==> config.mk <==
export PLATFORM = sky130hd
export DESIGN_NAME = radiometer_packet_channel_demux
export DESIGN_NICKNAME = d
export VERILOG_FILES = /design/src/rtl/core/rpcd_pkg.sv /design/src/rtl/core/rpcd_in_reg.sv /design/src/rtl/core/rpcd_tracker.sv /design/src/rtl/core/radiometer_packet_channel_demux.sv
export SDC_FILE = /design/constraint.sdc
export NUM_CORES = 1
export LEC_CHECK = 0
export BUFFER_PORTS_ARGS = -buffer_cell sky130_fd_sc_hd__buf_4
export CAP_MARGIN = 20
export CORE_MARGIN = 1.5
export CORE_UTILIZATION = 50
export CTS_CLUSTER_DIAMETER = 60
export DETAILED_ROUTE_END_ITERATION = 8
export GPL_TIMING_DRIVEN = 0
export PLACE_DENSITY = 0.72
export SLEW_MARGIN = 20
export SYNTH_ARGS = -nofsm -noshare
export SYNTH_HDL_FRONTEND = slang
export SYNTH_SLANG_ARGS = --single-unit
==> constraint.sdc <==
create_clock -name i_clk -period 3.9 [get_ports i_clk]
set_clock_uncertainty 0.2 [all_clocks]
set_input_delay 0.195 -clock i_clk [delete_from_list [all_inputs] [get_ports i_clk]]
set_output_delay 0.195 -clock i_clk [all_outputs]
set_load 0.02 [all_outputs]
==> src/rtl/core/rpcd_pkg.sv <==
// Shared types, constants and helpers for the radiometer packet channel demux.
package rpcd_pkg;

    // Width of the scan line counter; it wraps at this width.
    localparam int LINE_BITS = 16;

    localparam logic [16:0] MIN_LENGTH    = 17'd1018;
    localparam logic [10:0] WINDOW_END    = 11'd1016;
    localparam logic [10:0] LAST_BYTE     = 11'd1015;
    localparam logic [10:0] MARKER1_START = 11'd512;
    localparam logic [10:0] OTHER_START   = 11'd8;
    localparam logic [4:0]  NUM_CHANNELS  = 5'd18;
    localparam logic [4:0]  LAST_CHANNEL  = 5'd17;

    localparam logic [2:0] MARKER_IMAGER = 3'd1;
    localparam logic [2:0] MARKER_SCAN_A = 3'd2;
    localparam logic [2:0] MARKER_SCAN_B = 3'd3;
    localparam logic [2:0] MARKER_SCAN_C = 3'd4;

    localparam logic [6:0] COLUMN_BASE_IMAGER = 7'd0;
    localparam logic [6:0] COLUMN_BASE_SCAN_A = 7'd14;
    localparam logic [6:0] COLUMN_BASE_SCAN_B = 7'd42;
    localparam logic [6:0] COLUMN_BASE_SCAN_C = 7'd70;

    // One payload byte with its packet framing.
    typedef struct packed {
        logic        valid;
        logic [7:0]  payload_byte;
        logic [16:0] payload_length;
        logic        start_of_packet;
    } t_item;

    // One demultiplexed sample.
    typedef struct packed {
        logic [15:0] sample_value;
        logic [4:0]  channel_index;
        logic [6:0]  column_index;
        logic [15:0] line_index;
    } t_result;

    function automatic logic [6:0] column_base(input logic [2:0] marker);
        logic [6:0] base;
        unique case (marker)
            MARKER_IMAGER: base = COLUMN_BASE_IMAGER;
            MARKER_SCAN_A: base = COLUMN_BASE_SCAN_A;
            MARKER_SCAN_B: base = COLUMN_BASE_SCAN_B;
            default:       base = COLUMN_BASE_SCAN_C;
        endcase
        return base;
    endfunction

endpackage

==> src/rtl/core/rpcd_in_reg.sv <==
// Input register stage: captures one payload byte request per cycle while o_in_ready is high.
module rpcd_in_reg (
    input  logic                 i_clk,
    input  logic                 i_rst_n,
    input  logic                 i_in_valid,
    output logic                 o_in_ready,
    input  logic [7:0]           i_payload_byte,
    input  logic [16:0]          i_payload_length,
    input  logic                 i_start_of_packet,
    input  logic                 i_advance,
    output rpcd_pkg::t_item      o_item
);

    logic        r_valid;
    logic [7:0]  r_byte;
    logic [16:0] r_length;
    logic        r_sop;

    assign o_in_ready = !r_valid || i_advance;

    always_ff @(posedge i_clk) begin
        if (!i_rst_n) begin
            r_valid <= 1'b0;
        end else if (o_in_ready) begin
            r_valid <= i_in_valid;
        end
    end

    always_ff @(posedge i_clk) begin
        if (o_in_ready && i_in_valid) begin
            r_byte   <= i_payload_byte;
            r_length <= i_payload_length;
            r_sop    <= i_start_of_packet;
        end
    end

    assign o_item.valid           = r_valid;
    assign o_item.payload_byte    = r_byte;
    assign o_item.payload_length  = r_length;
    assign o_item.start_of_packet = r_sop;

endmodule

==> src/rtl/core/rpcd_tracker.sv <==
// Packet state tracker: byte position, pair assembly, channel/column/line counters.
module rpcd_tracker (
    input  logic                 i_clk,
    input  logic                 i_rst_n,
    input  logic                 i_step,
    input  rpcd_pkg::t_item      i_item,
    output logic                 o_emit,
    output rpcd_pkg::t_result    o_result
);

    logic [10:0]                    r_pos,    n_pos;
    logic [2:0]                     r_marker, n_marker;
    logic                           r_acc,    n_acc;
    logic [7:0]                     r_hold,   n_hold;
    logic [4:0]                     r_chan,   n_chan;
    logic [4:0]                     r_samp,   n_samp;
    logic [rpcd_pkg::LINE_BITS-1:0] r_line,   n_line;

    logic [10:0] w_win;
    logic [2:0]  w_new_marker;
    logic [31:0] w_line_ext;
    logic        w_active;

    assign w_win        = (r_marker == rpcd_pkg::MARKER_IMAGER) ?
                          rpcd_pkg::MARKER1_START : rpcd_pkg::OTHER_START;
    assign w_new_marker = i_item.payload_byte[6:4];
    assign w_line_ext   = 32'(r_line);
    assign w_active     = !i_item.start_of_packet && r_acc && (r_pos < rpcd_pkg::WINDOW_END);

    // Windows start on even bytes, so the odd byte of a position closes a pair.
    assign o_emit = w_active && (r_pos >= w_win) && r_pos[0];

    assign o_result.sample_value  = {r_hold, i_item.payload_byte};
    assign o_result.channel_index = r_chan;
    assign o_result.column_index  = rpcd_pkg::column_base(r_marker) + 7'(r_samp);
    assign o_result.line_index    = w_line_ext[15:0];

    always_comb begin
        n_pos    = r_pos;
        n_marker = r_marker;
        n_acc    = r_acc;
        n_hold   = r_hold;
        n_chan   = r_chan;
        n_samp   = r_samp;
        n_line   = r_line;
        if (i_item.start_of_packet) begin
            n_marker = w_new_marker;
            n_acc    = (i_item.payload_length >= rpcd_pkg::MIN_LENGTH) &&
                       (w_new_marker >= rpcd_pkg::MARKER_IMAGER) &&
                       (w_new_marker <= rpcd_pkg::MARKER_SCAN_C);
            n_pos    = 11'd1;
            n_hold   = 8'd0;
            n_chan   = 5'd0;
            n_samp   = 5'd0;
        end else if (w_active) begin
            n_pos = r_pos + 11'd1;
            if (r_pos >= w_win) begin
                if (!r_pos[0]) begin
                    n_hold = i_item.payload_byte;
                end else if (r_chan == rpcd_pkg::LAST_CHANNEL) begin
                    n_chan = 5'd0;
                    n_samp = r_samp + 5'd1;
                end else begin
                    n_chan = r_chan + 5'd1;
                end
            end
            // Advance the line once the imager window is done.
            if (r_pos == rpcd_pkg::LAST_BYTE && r_marker == rpcd_pkg::MARKER_IMAGER) begin
                n_line = r_line + 1'b1;
            end
        end
    end

    always_ff @(posedge i_clk) begin
        if (!i_rst_n) begin
            r_pos    <= '0;
            r_marker <= '0;
            r_acc    <= 1'b0;
            r_hold   <= '0;
            r_chan   <= '0;
            r_samp   <= '0;
            r_line   <= '0;
        end else if (i_step) begin
            r_pos    <= n_pos;
            r_marker <= n_marker;
            r_acc    <= n_acc;
            r_hold   <= n_hold;
            r_chan   <= n_chan;
            r_samp   <= n_samp;
            r_line   <= n_line;
        end
    end

    a_chan_range: assert property (@(posedge i_clk) disable iff (!i_rst_n)
        r_chan < rpcd_pkg::NUM_CHANNELS)
        else $error("channel counter out of range");

    a_pos_saturates: assert property (@(posedge i_clk) disable iff (!i_rst_n)
        r_pos <= rpcd_pkg::WINDOW_END)
        else $error("byte position ran past window end");

    a_start_restarts: assert property (@(posedge i_clk) disable iff (!i_rst_n)
        (i_step && i_item.start_of_packet) |=> (r_pos == 11'd1 && r_chan == 5'd0))
        else $error("start byte did not restart counters");

    a_emit_accepted: assert property (@(posedge i_clk) disable iff (!i_rst_n)
        o_emit |-> (r_acc && r_pos[0] && !i_item.start_of_packet))
        else $error("sample emitted outside an accepted packet");

endmodule

==> src/rtl/core/radiometer_packet_channel_demux.sv <==
// A byte waits in the input register; its sample then goes to the result register.
// Throughput: one payload byte per cycle, set by the input register and result register
//   pair; a stalled result register holds every byte behind it, sample or not.
// Reset: i_rst_n synchronous active low; clears both valid flags and all packet counters,
//   including the line counter. Bytes before the first start byte produce nothing.
// Top level of the radiometer packet channel demux.
module radiometer_packet_channel_demux (
    input  logic        i_clk,
    input  logic        i_rst_n,
    input  logic        i_in_valid,
    output logic        o_in_ready,
    input  logic [7:0]  i_payload_byte,
    input  logic [16:0] i_payload_length,
    input  logic        i_start_of_packet,
    output logic        o_out_valid,
    input  logic        i_out_ready,
    output logic [15:0] o_sample_value,
    output logic [4:0]  o_channel_index,
    output logic [6:0]  o_column_index,
    output logic [15:0] o_line_index
);

    rpcd_pkg::t_item   w_item;
    rpcd_pkg::t_result w_result;
    rpcd_pkg::t_result r_result;
    logic              w_emit;
    logic              w_advance;
    logic              r_out_valid;

    // Move a byte out of the input register when the result slot is free or draining.
    assign w_advance = w_item.valid && (!r_out_valid || i_out_ready);

    rpcd_in_reg u_in_reg (
        .i_clk            (i_clk),
        .i_rst_n          (i_rst_n),
        .i_in_valid       (i_in_valid),
        .o_in_ready       (o_in_ready),
        .i_payload_byte   (i_payload_byte),
        .i_payload_length (i_payload_length),
        .i_start_of_packet(i_start_of_packet),
        .i_advance        (w_advance),
        .o_item           (w_item)
    );

    rpcd_tracker u_tracker (
        .i_clk   (i_clk),
        .i_rst_n (i_rst_n),
        .i_step  (w_advance),
        .i_item  (w_item),
        .o_emit  (w_emit),
        .o_result(w_result)
    );

    always_ff @(posedge i_clk) begin
        if (!i_rst_n) begin
            r_out_valid <= 1'b0;
        end else if (w_advance) begin
            r_out_valid <= w_emit;
        end else if (i_out_ready) begin
            r_out_valid <= 1'b0;
        end
    end

    always_ff @(posedge i_clk) begin
        if (w_advance && w_emit) begin
            r_result <= w_result;
        end
    end

    assign o_out_valid     = r_out_valid;
    assign o_sample_value  = r_result.sample_value;
    assign o_channel_index = r_result.channel_index;
    assign o_column_index  = r_result.column_index;
    assign o_line_index    = r_result.line_index;

endmodule
* After elaboration in Yosys (flattened, before gate mapping)
Index checks and enable logic that the tools add are counted.
** Word-level totals
- Flip-flop bits (word level) :: 121
- Input port bits :: 30
- Logic and storage cells :: 79
** Operators by class
- Add/sub/neg operators :: 5
- $lt $le $gt $ge :: 5
- Equal/unequal tests :: 6
- Muxes and demuxes :: 20
- Bitwise operators :: 1
- Reductions and logical operators :: 26
** Operators by type and width (count)
- 5-bit 2-to-1 mux :: 10
- 8-bit 2-to-1 mux :: 4
- 11-bit 2-to-1 mux :: 2
- 7-bit case mux with 3 select lines :: 1
- 17-bit by 10-bit greater-or-equal comparator with 1-bit output, second input constant :: 1
- 16-bit by 1-bit adder with 16-bit output, second input constant :: 1
- 4-bit AND reduction :: 3
- 11-bit by 1-bit adder with 11-bit output, second input constant :: 1
- 11-bit by 10-bit equality test with 1-bit output, second input constant :: 1
- 11-bit greater-or-equal comparator :: 1
- 11-bit by 10-bit < comparator with 1-bit output, second input constant :: 1
- 5-bit by 1-bit adder with 5-bit output, second input constant :: 2
- 1-bit logical AND :: 10
- 10-bit 2-to-1 mux :: 1
- 2-bit nonzero test :: 5
- 7-bit by 5-bit adder with 7-bit output :: 1
- 3-bit by 2-bit equality test with 1-bit output, second input constant :: 2
- 5-bit equality test, second input constant :: 1
- 5-bit AND reduction :: 1
- 2-bit AND reduction :: 2
- 3-bit by 1-bit equality test with 1-bit output, second input constant :: 1
- 3-bit by 1-bit greater-or-equal comparator with 1-bit output, second input constant :: 1
- 3-bit <= comparator, second input constant :: 1
- 1-bit zero test :: 3
- 4 further kinds :: 6

* Depth between registers and ports, before layout
Gate-level depths: netlist (run 1).
- Depth after elaboration :: 6
- Gate-level depth with buffers :: 8

* Hierarchy
A second synthesis (run 1) with hierarchy kept.
** Unflattened totals
- Cells, all modules :: 414
- Area, all modules :: 4974.8 µm²
** By module, submodules not included
- rpcd_tracker :: times used 1, cells an instance 331, area each 2726.4 µm², seq. area each 980.9 µm²
- radiometer_packet_channel_demux :: times used 1, cells an instance 50, area each 1395.1 µm², seq. area each 1341.3 µm²
- rpcd_in_reg :: times used 1, cells an instance 33, area each 853.3 µm², seq. area each 800.8 µm²

* Least setup slack after synthesis (run 1)
Ideal clock, no wire load.
- Path kind :: reg-to-reg
- From :: reg u_tracker.r_marker[0]
- To :: reg r_result (netlist bit o_channel_index[0]) (enable)
- Data arrival time :: 2664 ps
- Setup slack :: 638 ps
- Cell stages (with the launch flop) :: 8
- Path buffers :: 1
- Path through :: dfxtp_1 > or3b_4 > ha_1 > nand4b_1 > o31ai_2 > o211ai_2 > buf_2 > inv_1
** On the way
- Cells in the longest elaborated chain, start to end :: 6
** RTL lines
- from (decl) :: line rpcd_tracker.sv:12 : logic [2:0] r_marker, n_marker;
- from (signal assigned) :: line rpcd_tracker.sv:85 : r_marker <= n_marker;
- 3-bit by 1-bit equality test with 1-bit output :: line rpcd_tracker.sv:24 : assign w_win = (r_marker == rpcd_pkg::MARKER_IMAGER) ?
- 10-bit 2-to-1 mux :: line rpcd_tracker.sv:24
- 11-bit greater-or-equal comparator :: line rpcd_tracker.sv:31 : assign o_emit = w_active && (r_pos >= w_win) && r_pos[0];
- 1-bit logical AND (2 in series) :: line rpcd_tracker.sv:31
- 1-bit logical AND :: line radiometer_packet_channel_demux.sv:65 : if (w_advance && w_emit) begin
- to (signal assigned) :: line radiometer_packet_channel_demux.sv:66 : r_result <= w_result;
- to (decl) :: line radiometer_packet_channel_demux.sv:25 : rpcd_pkg::t_result r_result;
No other way between the ends.
A chain may end at the register's enable or synchronous reset.

* Worst setup path after layout (run 1)
- From :: reg u_tracker.r_marker[0]
- To :: reg r_result (netlist bit o_line_index[1]) (enable)
The elaborated chain is that of the path after synthesis.

==> results.json, run 1 <==
{
  "synthesis.instances": 390,
  "synth_sequential_area_ratio": 0.634,
  "synth_warnings": 0,
  "port-buffer-count": 74,
  "finalSetupViolCount": 0,
  "cap_violations": 0,
  "timing.final.max_slew_violations": 0,
  "pwr_density_cell_mw_per_mm2": 486,
  "syn-num-nets": 432,
  "route.final.wire_length_um": 10000,
  "vias_in_the_first_global_route": 3438,
  "cts_made_buffers": 17,
  "fill_count": 634,
  "worst-slew-pin-transition_ns": 1.02,
  "setup_fix_buffers_added_after_clock_tree_synthesis": 0,
  "yosys-mux-area-fraction": 0.0205,
  "setup_tns_ns": 0,
  "synth-compound-area-share": 0.0724,
  "synthFlopType": "edfxtp_1",
  "reg2regPathDepth": 8,
  "die-height_um": 102,
  "synth_fa_ha_area_frac": 0.0323,
  "ff_latch_area_mm2": 0.00309,
  "grt-ovfl-total": 0,
  "floorplan.core_area_mm2": 0.00933,
  "final_cell_area_mm2": 0.00656,
  "first_pass_iters": 4,
  "end_kind": "register",
  "hpwlAfterDp_um": 6590,
  "route.detailed.vias_per_inst": 5.29,
  "drcViolationCount": 0,
  "post_synth_and_or_nand_nor_area_fraction": 0.181,
  "clk_pin_slew_ns": 0.06,
  "dieWidth_um": 102,
  "gpl.final_weighted_congestion": 0.871,
  "netlist-cell-type-count": 52,
  "drtAntennaViolNets": 0,
  "timing_worst_setup_path_type": "reg2reg",
  "antennaDiodeCount": 0,
  "cts_buffer_depth": 2,
  "setup_ws_ns": 0.785,
  "mostFrequentLayoutCell": "buf_4",
  "timing.fmax_ghz": 0.321,
  "critPathRequiredTime_ns": 3.92,
  "antenna_found_initial": 0,
  "max_slew_margin": 0.319,
  "global_route_wire_length_before_repair_um": 16300,
  "syn_area_mm2": 0.00487,
  "path_cells": "or3b_4, ha_1, nand4b_1, o31ai_2, o211ai_2, buf_2, inv_2, buf_16",
  "grt_use_total": 0.212,
  "hold-path-cell-count": 2,
  "die-area_mm2": 0.0104,
  "layout.core_utilization": 0.704,
  "arrival_time_at_the_worst_endpoint_ns": 3.13,
  "post-route-period-util": 0.799,
  "layout-drive-gt1-share": 0.234,
  "multi_input_comb_area_mm2": 0.00169,
  "crit_path_top_delay_cell": "or3b_4",
  "mostFrequentLayoutCells": "74 x buf_4, 69 x edfxtp_1, 51 x dfxtp_1, 37 x nand2_1, 33 x nor2_1",
  "cp-start-kind": "register",
  "max-vdd-ir-drop_mv": 0.346,
  "synth-async-reset-ratio": 0,
  "synth_edf_count": 69,
  "rsz0062_at_grt": "no",
  "area_overhead_vs_synth_pct": 34.7,
  "largest_fanout_of_any_net_on_the_critical_path": 26,
  "synth_seq_cells": 120,
  "total_placed_instance_area_mm2": 0.00562,
  "drt_iter0_drc": 182,
  "fin_nets": 555,
  "insertion_delay_ns": 0.52,
  "detailroute.via_count": 3460,
  "initial_core_util": 0.523,
  "cts_tree": "built",
  "core.rowCount": 35,
  "total_power_mw": 3.19,
  "dp_worst_setup_slack_ns": 0.760,
  "cellLeakagePower_nw": 2.55,
  "clk_root_buffer_cell": "clkbuf_8",
  "synthXorXnorAreaFrac": 0.0395,
  "pin_count_of_the_biggest_net_entering_global_routing": 27,
  "cts_num_sinks": 120,
  "syn-mean-instance-area_um2": 12.5,
  "worst_path_largest_cell_delay_ns": 0.45,
  "status": "complete, no violations",
  "hold_viol": 0,
  "wl_per_cell_um": 15.3,
  "holdCritPathClass": "in2reg",
  "cts_max_level": 4,
  "synth_top_family_by_area": "simple AND/OR/NAND/NOR gates",
  "finalWorstPathRequiredPeriod_ns": 3.12,
  "pin_count": 76
}
[critical path, delay by kind of cell (launching register included)]
family / cells / cell delay (ns)
buf+inv: 3 / 0.86
simple gates: 2 / 0.56
compound gates: 2 / 0.48
flops: 1 / 0.41
fa+ha+maj: 1 / 0.31
[cell type report]
cell class	count	area share
multi-input combinational	245	0.257
clock inverter	12	0.0339
timing repair buffer	104	0.133
buffer	8	0.00496
tap	129	0.0246
sequential	120	0.471
inverter	17	0.00972
clock buffer	19	0.0658
[cell usage after synthesis (3+ instances only)]
master     n  area share
and3_1     5      0.0064
inv_1     16       0.012
nand2_1   37       0.028
o21a_1     3      0.0046
and4_1     5      0.0090
nor3_1     3      0.0031
nor2_1    33       0.025
nand2b_1   4      0.0051
nor4_2     3      0.0077
o211ai_1   6      0.0092
o21ai_0    8      0.0082
clkbuf_1   6      0.0046
edfxtp_1  69        0.43
o31ai_1    3      0.0046
or4_1      4      0.0062
ha_1      11       0.028
a21oi_1   12       0.012
nor4_4     4       0.017
nand3_1   19       0.020
nor2b_1    3      0.0039
mux2i_1   10       0.021
xnor2_1   10       0.018
nand4_1   14       0.018
xor2_1    12       0.022
a21o_1     4      0.0062
dfxtp_1   51        0.21
and2_1     5      0.0064
[metrics by stage]
step                hold WS, ns  cells
detailed placement        0.174    594
global placement          0.173    593
finish                    0.191    654
floorplan                0.0939    390
global route              0.186    654
CTS                       0.176    654
[repair_timing]
action	4_1_cts	5_1_grt
hold buffers	29	0
resized for setup	0	0
hold endpoints to repair	38	0
[layer usage]
metal	global-route usage	wire, um
met3	0.0531	413
met5	0	0
met2	0.358	4980
met4	0.0897	198
met1	0.260	4410
[logic make-up (layout without fill, tap and decap cells)]
logic type                 Yosys count  in the layout
buffers and inverters               25            160
AOI/OAI and AO/OA                   48             48
adders and majority gates           12             12
and+or+nand+nor                    153            153
muxes                               10             10
xor gates and xnor gates            22             22
DFF                                120            120
[worst paths after layout]
kind,startpoint,to,slack [ns]
max,u_tracker.r_marker[0],o_line_index[1],0.78
min,i_payload_byte[0],u_in_reg.r_byte[0],0.19
max reg2reg,u_tracker.r_marker[0],o_line_index[1],0.78
min reg2reg,u_tracker.r_hold[2],o_sample_value[10],0.23
[report_power, final]
| part | total (mW) | switching, mW | internal [mW] |
|---|---|---|---|
| logic | 0.103 | 0.0506 | 0.0521 |
| clock network | 1.72 | 0.536 | 1.18 |
| registers | 1.37 | 0.0144 | 1.36 |
| total | 3.19 | 0.601 | 2.59 |
[flip-flops by register name, indices dropped and copies added (netlist names)]
register,flops
u_tracker.r_samp,5
o_channel_index,5
u_in_reg.r_byte,8
o_line_index,16
o_sample_value,16
u_tracker.r_line,16
u_tracker.r_acc,1
o_out_valid,1
u_tracker.r_chan,5
u_in_reg.r_sop,1
u_in_reg.r_length,16
u_tracker.r_pos,11
u_tracker.r_marker,3
u_in_reg.r_valid,1
o_column_index,7
u_tracker.r_hold,8
(Power assumes the default switching activity.)
==> run 2, diff against run 1 <==
Settings changed: ABC_AREA set to 1, PLACE_DENSITY 0.72 to 0.74.
Clock period 3.9 ns to 2.83 ns, I/O delays scaled along.
==> run 2 against run 1 <==
  * Count of clock-buffer cells in the layout fell by 2
  * Critical path depth rose by 1
  * Clock power rose by 20%
  * Power rose by 32%
  * Global-route usage rose by 0.67 points
  * Register-to-register slack got worse by 0.62 ns
  * Sequential share of layout area fell by 2.4 points
  * Routed wire length rose by 15%
  * Non-clock buffer count fell by 4
  * Final cell count rose by 23%
  * Critical path type unchanged
  * Critical endpoint is now o_sample_value[4]
  * Largest power group unchanged
==> results.json, run 2 <==
{
  "synthFlopType": "edfxtp_1",
  "regToRegSetupSlack_ns": 0.16,
  "timing.fmax_ghz": 0.375,
  "insertion_delay_ns": 0.52,
  "mostFrequentLayoutCell": "nand2_1",
  "seq_power_share": 0.456,
  "cts_num_sinks": 120,
  "synth_fa_ha_area_frac": 0.0297,
  "fin_worst_hold_slack_ns": 0.141,
  "drt_iter0_drc": 246,
  "hold_viol": 0,
  "die-area_mm2": 0.0112,
  "area_overhead_vs_synth_pct": 30.4,
  "layout.core_utilization": 0.670,
  "mostFrequentLayoutCells": "101 x nand2_1, 74 x buf_4, 69 x edfxtp_1, 63 x nor2_1, 51 x dfxtp_1",
  "use_met3": 0.0582,
  "pwr-share-clk": 0.492,
  "fin_nets": 700,
  "global_route_wire_length_before_repair_um": 19000,
  "holdCritPathClass": "in2reg",
  "finalSetupViolCount": 0,
  "cts_made_buffers": 17,
  "wl_per_cell_um": 14.3,
  "synth_warnings": 0,
  "clk_root_buffer_cell": "clkbuf_8",
  "critPathRequiredTime_ns": 2.75,
  "finalWorstPathRequiredPeriod_ns": 2.67,
  "gpl.final_weighted_congestion": 0.877,
  "setup_fix_buffers_added_after_clock_tree_synthesis": 0,
  "port-buffer-count": 73,
  "largest_fanout_of_any_net_on_the_critical_path": 22,
  "cap_violations": 0,
  "syn-mean-instance-area_um2": 9.88,
  "grt_use_total": 0.219,
  "reg2regPathDepth": 9,
  "post-route-period-util": 0.943,
  "cts_max_level": 4,
  "detailroute.via_count": 4187,
  "groute.layer.met1.usage": 0.251,
  "post_synth_and_or_nand_nor_area_fraction": 0.264,
  "synth_sequential_area_ratio": 0.583,
  "net-switching-power_mw": 1.02,
  "status": "complete, no violations",
  "pin_count_of_the_biggest_net_entering_global_routing": 26,
  "cellLeakagePower_nw": 2.68,
  "synth_top_family_by_area": "simple AND/OR/NAND/NOR gates",
  "arrival_time_at_the_worst_endpoint_ns": 2.58,
  "route.final.wire_length_um": 11600,
  "synth_seq_cells": 120,
  "synth_common_cells": "102 x nand2_1, 69 x edfxtp_1, 63 x nor2_1, 52 x inv_1, 51 x dfxtp_1",
  "synth.top_cells.by_area": "edfxtp_1 39%, dfxtp_1 19%, nand2_1 7.2%",
  "netlist-cell-type-count": 43,
  "antennaDiodeCount": 0,
  "hpwlAfterDp_um": 7550,
  "end_kind": "register",
  "synth-compound-area-share": 0.0526,
  "synth_top_cell_by_area": "edfxtp_1",
  "syn-num-nets": 579,
  "p_sw_frac": 0.243,
  "fill_count": 732,
  "synthesis.instances": 537,
  "syn_area_mm2": 0.00531,
  "max_slew_margin": 0.383,
  "initial_core_util": 0.514,
  "vias_in_the_first_global_route": 4199,
  "die-height_um": 106,
  "cellInternalPower_mw": 3.19,
  "cp-start-kind": "register",
  "first_pass_iters": 5,
  "route.detailed.vias_per_inst": 5.19,
  "layout-drive-gt1-share": 0.249,
  "pin_count": 76,
  "grtUsageMet2": 0.373,
  "cts_tree": "built",
  "synth_edf_count": 69,
  "floorplan.core_area_mm2": 0.0103,
  "timing_worst_setup_path_type": "reg2reg",
  "hp-start": "i_payload_length[7]",
  "drtAntennaViolNets": 0,
  "timing.rr.end": "o_sample_value[4]",
  "synth-async-reset-ratio": 0,
  "timing.final.max_slew_violations": 0,
  "multi_input_comb_area_mm2": 0.00196,
  "grt-ovfl-total": 0,
  "part_of_the_power_in_combinational_logic": 0.052,
  "clk_pin_slew_ns": 0.06,
  "ff_latch_area_mm2": 0.00309,
  "min_to": "u_in_reg.r_length[7]",
  "max-vdd-ir-drop_mv": 0.392,
  "pwr_density_cell_mw_per_mm2": 609,
  "dieWidth_um": 106,
  "hold-path-cell-count": 2,
  "crit-reg2reg-launch": "u_tracker.r_marker[2]",
  "yosys-mux-area-fraction": 0,
  "grt_most_used_layer": "met2",
  "antenna_found_initial": 0,
  "worst-slew-pin-transition_ns": 0.925,
  "yosys.cell_count.top_type": "nand2_1",
  "share_of_the_synthesized_area_in_the_top_cell_type": 0.391,
  "cts_buffer_depth": 2,
  "core.rowCount": 37,
  "drcViolationCount": 0,
  "synthXorXnorAreaFrac": 0.0165
}
run 2: power by group through the flow:
stage               Combinational (mW)  Sequential, mW  Clock (mW)
finish                           0.219            1.92        2.07
floorplan                        0.118            1.95           0
CTS                              0.216            1.92        2.09
global route                     0.241            1.92        2.19
detailed placement               0.182            1.95           0
global placement                 0.176            1.95           0
run 2: worst max path at each step:
stage                                from                 end  cells after the start
floorplan           u_tracker.r_marker[2]  o_channel_index[0]                      9
global placement    u_tracker.r_marker[2]   o_column_index[1]                      9
detailed placement  u_tracker.r_marker[2]   o_column_index[1]                      9
CTS                 u_tracker.r_marker[2]   o_sample_value[8]                      9
global route        u_tracker.r_marker[2]     o_line_index[8]                      9
finish              u_tracker.r_marker[2]   o_sample_value[4]                      9
run 2: cell families after synthesis:
| group | after synthesis |
|---|---|
| XOR/XNOR | 10 |
| AND/OR/NAND/NOR | 281 |
| flip-flops | 120 |
| buffers and inverters | 67 |
| AO/OA/AOI/OAI | 47 |
| adder cells (fa/ha/maj) | 12 |
run 2: repair_timing:
item                                   4_1_cts  5_1_grt
endpoints found under the hold margin       52        0
hold buffers                                28        0
cloned                                       1        0
gates resized for setup                      3        4
setup endpoints to repair                   44       44
run 2: routing by layer:
layer,vias up,wire length [um]
li1,2051,-
met3,41,583
met5,-,0
met1,1948,4760
met2,147,5800
met4,0,399
run 2: final cells by class:
cell class	instances	area share
tap	136	0.0246
clock buffer	17	0.0599
inverter	60	0.0338
buffer	7	0.00796
timing repair inverter	1	0.00109
sequential	120	0.447
timing repair buffer	101	0.120
clock inverter	15	0.0226
multi-input combinational	350	0.283
run 2: stage by stage:
| step | area [um^2] | setup slack (ns) | std cells | total power, mW | TNS (ns) |
|---|---|---|---|---|---|
| global placement | 6030 | -0.482 | 746 | 2.13 | -21.02 |
| finish | 6920 | 0.162 | 807 | 4.21 | 0 |
| CTS | 6900 | 0.0194 | 807 | 4.23 | 0 |
| detailed placement | 6030 | -0.533 | 746 | 2.14 | -23.31 |
| global route | 6920 | -0.0308 | 807 | 4.35 | -1.11 |
| floorplan | 5310 | 0.0529 | 537 | 2.06 | 0 |
run 2: critical path, cell delays in order, from the launching register on:
cell and delay, ns:
dfxtp_1 0.36, nor3_4 0.34, inv_2 0.13, ha_1 0.31
nand2_1 0.07, nor2_1 0.05, nand2_2 0.14, nand3_4 0.13
nand2_8 0.12, clkinvlp_4 0.41
